==> src/hdl/ppc_pkg.sv <==
// shared types and constants of the point projection and cull block
package ppc_pkg;

    localparam int COORD_W   = 21;
    localparam int COEF_W    = 16;
    localparam int PIX_W     = 16;
    localparam int PROD_W    = COEF_W + COORD_W;
    localparam int ACC_W     = PROD_W + 3;
    localparam int CAM_W     = ACC_W - 14;
    localparam int NUM_W     = PIX_W + 1 + CAM_W;
    localparam int MAG_W     = NUM_W - 1;
    localparam int QUO_W     = PIX_W + 1;
    localparam int DIV_STAGES = QUO_W;
    localparam int CFG_IDX_W = 3;
    localparam int CFG_DAT_W = 64;

    typedef enum logic [CFG_IDX_W-1:0] {
        REG_ROT_X      = 3'd0,
        REG_ROT_Y      = 3'd1,
        REG_ROT_Z      = 3'd2,
        REG_TRANS      = 3'd3,
        REG_FOCAL      = 3'd4,
        REG_PRINCIPAL  = 3'd5,
        REG_DEPTH      = 3'd6,
        REG_BOUNDS     = 3'd7
    } t_reg_idx;

    typedef enum logic [1:0] {
        ST_VISIBLE = 2'd0,
        ST_NEAR    = 2'd1,
        ST_FAR     = 2'd2,
        ST_OUTSIDE = 2'd3
    } t_status;

    localparam logic [47:0] ROT_X_RST  = 48'd16384;
    localparam logic [47:0] ROT_Y_RST  = 48'd1073741824;
    localparam logic [47:0] ROT_Z_RST  = 48'd70368744177664;
    localparam logic [62:0] TRANS_RST  = 63'd0;
    localparam logic [31:0] FOCAL_RST  = 32'd524296000;
    localparam logic [31:0] PRINC_RST  = 32'd251663360;
    localparam logic [41:0] DEPTH_RST  = 42'd214748364902;
    localparam logic [63:0] BOUNDS_RST = 64'd2161727821808926720;

endpackage

==> src/hdl/ppc_div.sv <==
// pipelined restoring divider, one quotient bit per stage
module ppc_div (
    input  logic                          i_clk,
    input  logic [ppc_pkg::COORD_W-1:0]   i_rem,
    input  logic [ppc_pkg::QUO_W-1:0]     i_low,
    input  logic [ppc_pkg::COORD_W-1:0]   i_den,
    output logic [ppc_pkg::QUO_W-1:0]     o_quo
);

    localparam int N = ppc_pkg::DIV_STAGES;
    localparam int W = ppc_pkg::COORD_W;
    localparam int Q = ppc_pkg::QUO_W;

    logic [W-1:0] r_rem [N];
    logic [Q-1:0] r_low [N];
    logic [Q-1:0] r_quo [N];
    logic [W-1:0] r_den [N];

    for (genvar s = 0; s < N; s++) begin : g_stage
        logic [W-1:0] rem_in;
        logic [Q-1:0] low_in;
        logic [Q-1:0] quo_in;
        logic [W-1:0] den_in;
        logic [W:0]   trial;
        logic         ge;

        if (s == 0) begin : g_first
            assign rem_in = i_rem;
            assign low_in = i_low;
            assign quo_in = '0;
            assign den_in = i_den;
        end else begin : g_next
            assign rem_in = r_rem[s-1];
            assign low_in = r_low[s-1];
            assign quo_in = r_quo[s-1];
            assign den_in = r_den[s-1];
        end

        assign trial = {rem_in, low_in[Q-1]};
        assign ge    = trial >= {1'b0, den_in};

        always_ff @(posedge i_clk) begin
            r_rem[s] <= ge ? W'(trial - {1'b0, den_in}) : trial[W-1:0];
            r_low[s] <= {low_in[Q-2:0], 1'b0};
            r_quo[s] <= {quo_in[Q-2:0], ge};
            r_den[s] <= den_in;
        end
    end

    assign o_quo = r_quo[N-1];

endmodule

==> config.mk <==
export PLATFORM = sky130hd
export DESIGN_NAME = ppc_div
export DESIGN_NICKNAME = d
export VERILOG_FILES = /design/src/hdl/ppc_pkg.sv /design/src/hdl/ppc_div.sv
export SDC_FILE = /design/constraint.sdc
export NUM_CORES = 2
export LEC_CHECK = 0
export BUFFER_PORTS_ARGS = -buffer_cell sky130_fd_sc_hd__clkbuf_2
export CAP_MARGIN = 15
export CORE_ASPECT_RATIO = 1.5
export CORE_MARGIN = 1
export CORE_UTILIZATION = 33
export CTS_CLUSTER_SIZE = 20
export DETAILED_ROUTE_END_ITERATION = 7
export GPL_ROUTABILITY_DRIVEN = 0
export SLEW_MARGIN = 40
export SYNTH_ARGS = -nofsm -noshare
export SYNTH_HDL_FRONTEND = slang
export SYNTH_SLANG_ARGS = --single-unit
==> constraint.sdc <==
create_clock -name i_clk -period 3.55 [get_ports i_clk]
set_clock_uncertainty 0.2 [all_clocks]
set_input_delay 0.71 -clock i_clk [delete_from_list [all_inputs] [get_ports i_clk]]
set_output_delay 0.71 -clock i_clk [all_outputs]
set_load 0.005 [all_outputs]
==> run_results.csv <==
group,metric,value,unit
outcome,status,"complete, but fails checks",
outcome,violations,"setup timing",
cells_and_area,area_growth,18.9,%
grt,antenna_found_initial,0,
placed_design,port-buffer-count,76,
power_and_ir_drop,p_leak,22.1,nW
clock_network,clk_pin_slew,60,ps
grt,grt_pass1_wl,133000,µm
grt,groute.usage.overall,0.132,
floorplan,ios,77,
sta,fin_crit_sh,1.02,
cells_and_area,final_area,48200,µm²
cells_and_area,regArea,19200,µm²
logic_synthesis,synth_warnings,0,
sta,hold_viol,0,
worst_setup_path,cp.arrival,3990,ps
route,detail_route.wl_per_cell,14.0,µm
clock_network,root_buffer,"clkbuf_16",
power_and_ir_drop,power_density,1020,nW/µm²
logic_synthesis,syn_inst,4003,
cells_and_area,multi_input_area,19700,µm²
grt,gr-total-overflow,0,
grt,grt_max_degree,40,
sta,rsz0062_at_grt,"true",
clock_network,cts_buffer_depth,3,
clock_network,cts_max_level,3,
floorplan,core,122000,µm²
sta,tns,-801,ps
floorplan,die_h,431,µm
logic_synthesis,synth_top_area_frac,0.475,
cells_and_area,n_antenna_cell,0,
floorplan,die_w,288,µm
logic_synthesis,ys_async_sr_fraction,0,
placed_design,place_hpwl,63200,µm
route,drc,0,
logic_synthesis,synth_top_cell_by_area,"dfxtp_1",
logic_synthesis,synth_flop_cell,"dfxtp_1",
logic_synthesis,synth.most_common_cell,"dfxtp_1",
logic_synthesis,synth_nets,4436,
worst_setup_path,critPathMaxFanout,6,
cells_and_area,drive_above_1_share,0.158,
route,drt_iter0_drc,764,
placed_design,dp_slack,-429,ps
logic_synthesis,synth_area,40500,µm²
logic_synthesis,ys_ff_latch,961,
sta,slew_headroom,0.539,
worst_setup_path,critical_path_required,3930,ps
sta,fmax,277,MHz
worst_setup_path,crit_path_start_kind,"flip-flop",
logic_synthesis,postSynthAreaPerCell,10.1,µm²
clock_network,cts_tree,"done",
logic_synthesis,seq_area_frac_synth,0.475,
grt,first_global_vias,29100,
route,antenna_left,0,
floorplan,num_rows,157,
sta,fin_crit,3610,ps
route,dr.pass1.iters,7,
run,cap_viol_max_count,0,
power_and_ir_drop,vdd_drop_max,0.435,mV
clock_network,clock_sinks,961,
route,drt_wl_total,83500,µm
sta,setup_ws,-55.4,ps
route,vias_per_cell,4.76,
worst_setup_path,worstSetupEndpointType,"flip-flop",
placed_design,placed_cell_area,44000,µm²
min_path,hp-class,"input port to flip-flop",
logic_synthesis,synth.area.top_cells,"dfxtp_1, ha_1, mux2_2",
cells_and_area,fin_nets,4751,
route,vias,28500,
worst_setup_path,crit_type,"flip-flop to flip-flop",
cells_and_area,fillCellCount,11900,
clock_network,clock_latency,720,ps
floorplan,initial_core_util,0.332,
sta,setup_violations,20,
sta,worstMarginPinSlew,684,ps
logic_synthesis,synth_edf_count,0,
sta,slew_violations,0,
logic_synthesis,synth_common_cells,"dfxtp_1, inv_1, ha_1",
logic_synthesis,yosysUniqueCellTypes,80,
clock_network,cts_made_buffers,97,
floorplan,die_area,124000,µm²
[state kept, by name, summed over array words and instances (netlist names)]
name   flops
r_den    336
r_rem    336
r_quo    153
r_low    136
[worst max-delay path, cell delays in order (launching register included)]
cell and delay (ps):
dfxtp_2 310, inv_2 60, ha_4 130, inv_2 40, fa_2 380, a211oi_4 280
o21ai_2 120, a211oi_2 290, o41ai_2 120, a21o_1 200, o2111a_1 250, o31a_1 270
nor3_4 220, buf_12 160, buf_12 140, mux2_4 290
[layout make-up]
type,count,share of cell area
flip-flops and latches,961,0.399
clock inverters,36,0.0100
well taps,1590,0.0413
clock buffers,141,0.0582
inverters,445,0.0347
multi-input cells,2532,0.408
repair buffers,281,0.0484
[routing by layer]
| layer | vias up | share of wire | GRT usage |
|---|---|---|---|
| li1 | 14500 | - | - |
| met1 | 13300 | 0.33 | 0.107 |
| met2 | 457 | 0.58 | 0.276 |
| met3 | 254 | 0.031 | 0.0219 |
| met4 | 0 | 0.059 | 0.0875 |
| met5 | - | 0 | 0 |
[cells in the final DEF (no fill, tap or decap), types with 44 or more instances in the layout]
master     instances
inv_1            437
nor2_1           237
mux2_2           182
nand2_1          173
a21oi_1          295
o21ai_0          166
o21bai_1          44
clkbuf_2          75
xnor2_1          170
clkbuf_16        101
ha_1             353
a21o_1           147
nand4_1           48
buf_4            142
xor2_1            98
nand3_1           56
dfxtp_1          957
[report_power, final]
part           total [W]  internal [W]  switching, W
Sequential        0.0155        0.0141       0.00140
Combinational     0.0234        0.0117        0.0117
Clock             0.0104       0.00609       0.00428
[final timing paths]
check / from / end / slack (ps) / cells after the start
setup reg to reg: r_low[0][223]$_DFF_P_ / r_rem[0][295]$_DFF_P_ / -60 / 15
setup / recovery: r_low[0][223]$_DFF_P_ / r_rem[0][295]$_DFF_P_ / -60 / 15
hold reg to reg: r_quo[12][5]$_DFF_P_ / r_quo[13][6]$_DFF_P_ / 100 / 0
hold / removal: i_rem[12] / r_rem[0][13]$_DFF_P_ / 70 / 2
[metrics by stage]
stage               total power, W  utilization  std cells  hold slack, ps
floorplan                   0.0322            -       4003             110
detailed placement          0.0380        0.360       5754             112
finish                      0.0492        0.395       5986            67.3
global route                0.0528        0.395       5986            35.7
global placement            0.0377        0.360       5754             110
CTS                         0.0492        0.392       5977            8.66
[kinds of logic after synthesis]
group / synth area share
buffers and inverters: 0.0491
AND/OR/NAND/NOR: 0.0860
flip-flops: 0.475
AO/OA/AOI/OAI: 0.147
multiplexers: 0.0668
XOR/XNOR: 0.0579
adder cells (fa/ha/maj): 0.118
[timing repair]
item,in CTS,in global routing
resized for setup,24,72
setup endpoints to repair,83,154
hold buffers,37,0
setup buffers,6,9
cloned,3,4
pin swaps,15,39
endpoints found under the hold margin,37,0
Power figures use the tool's default switching activity.
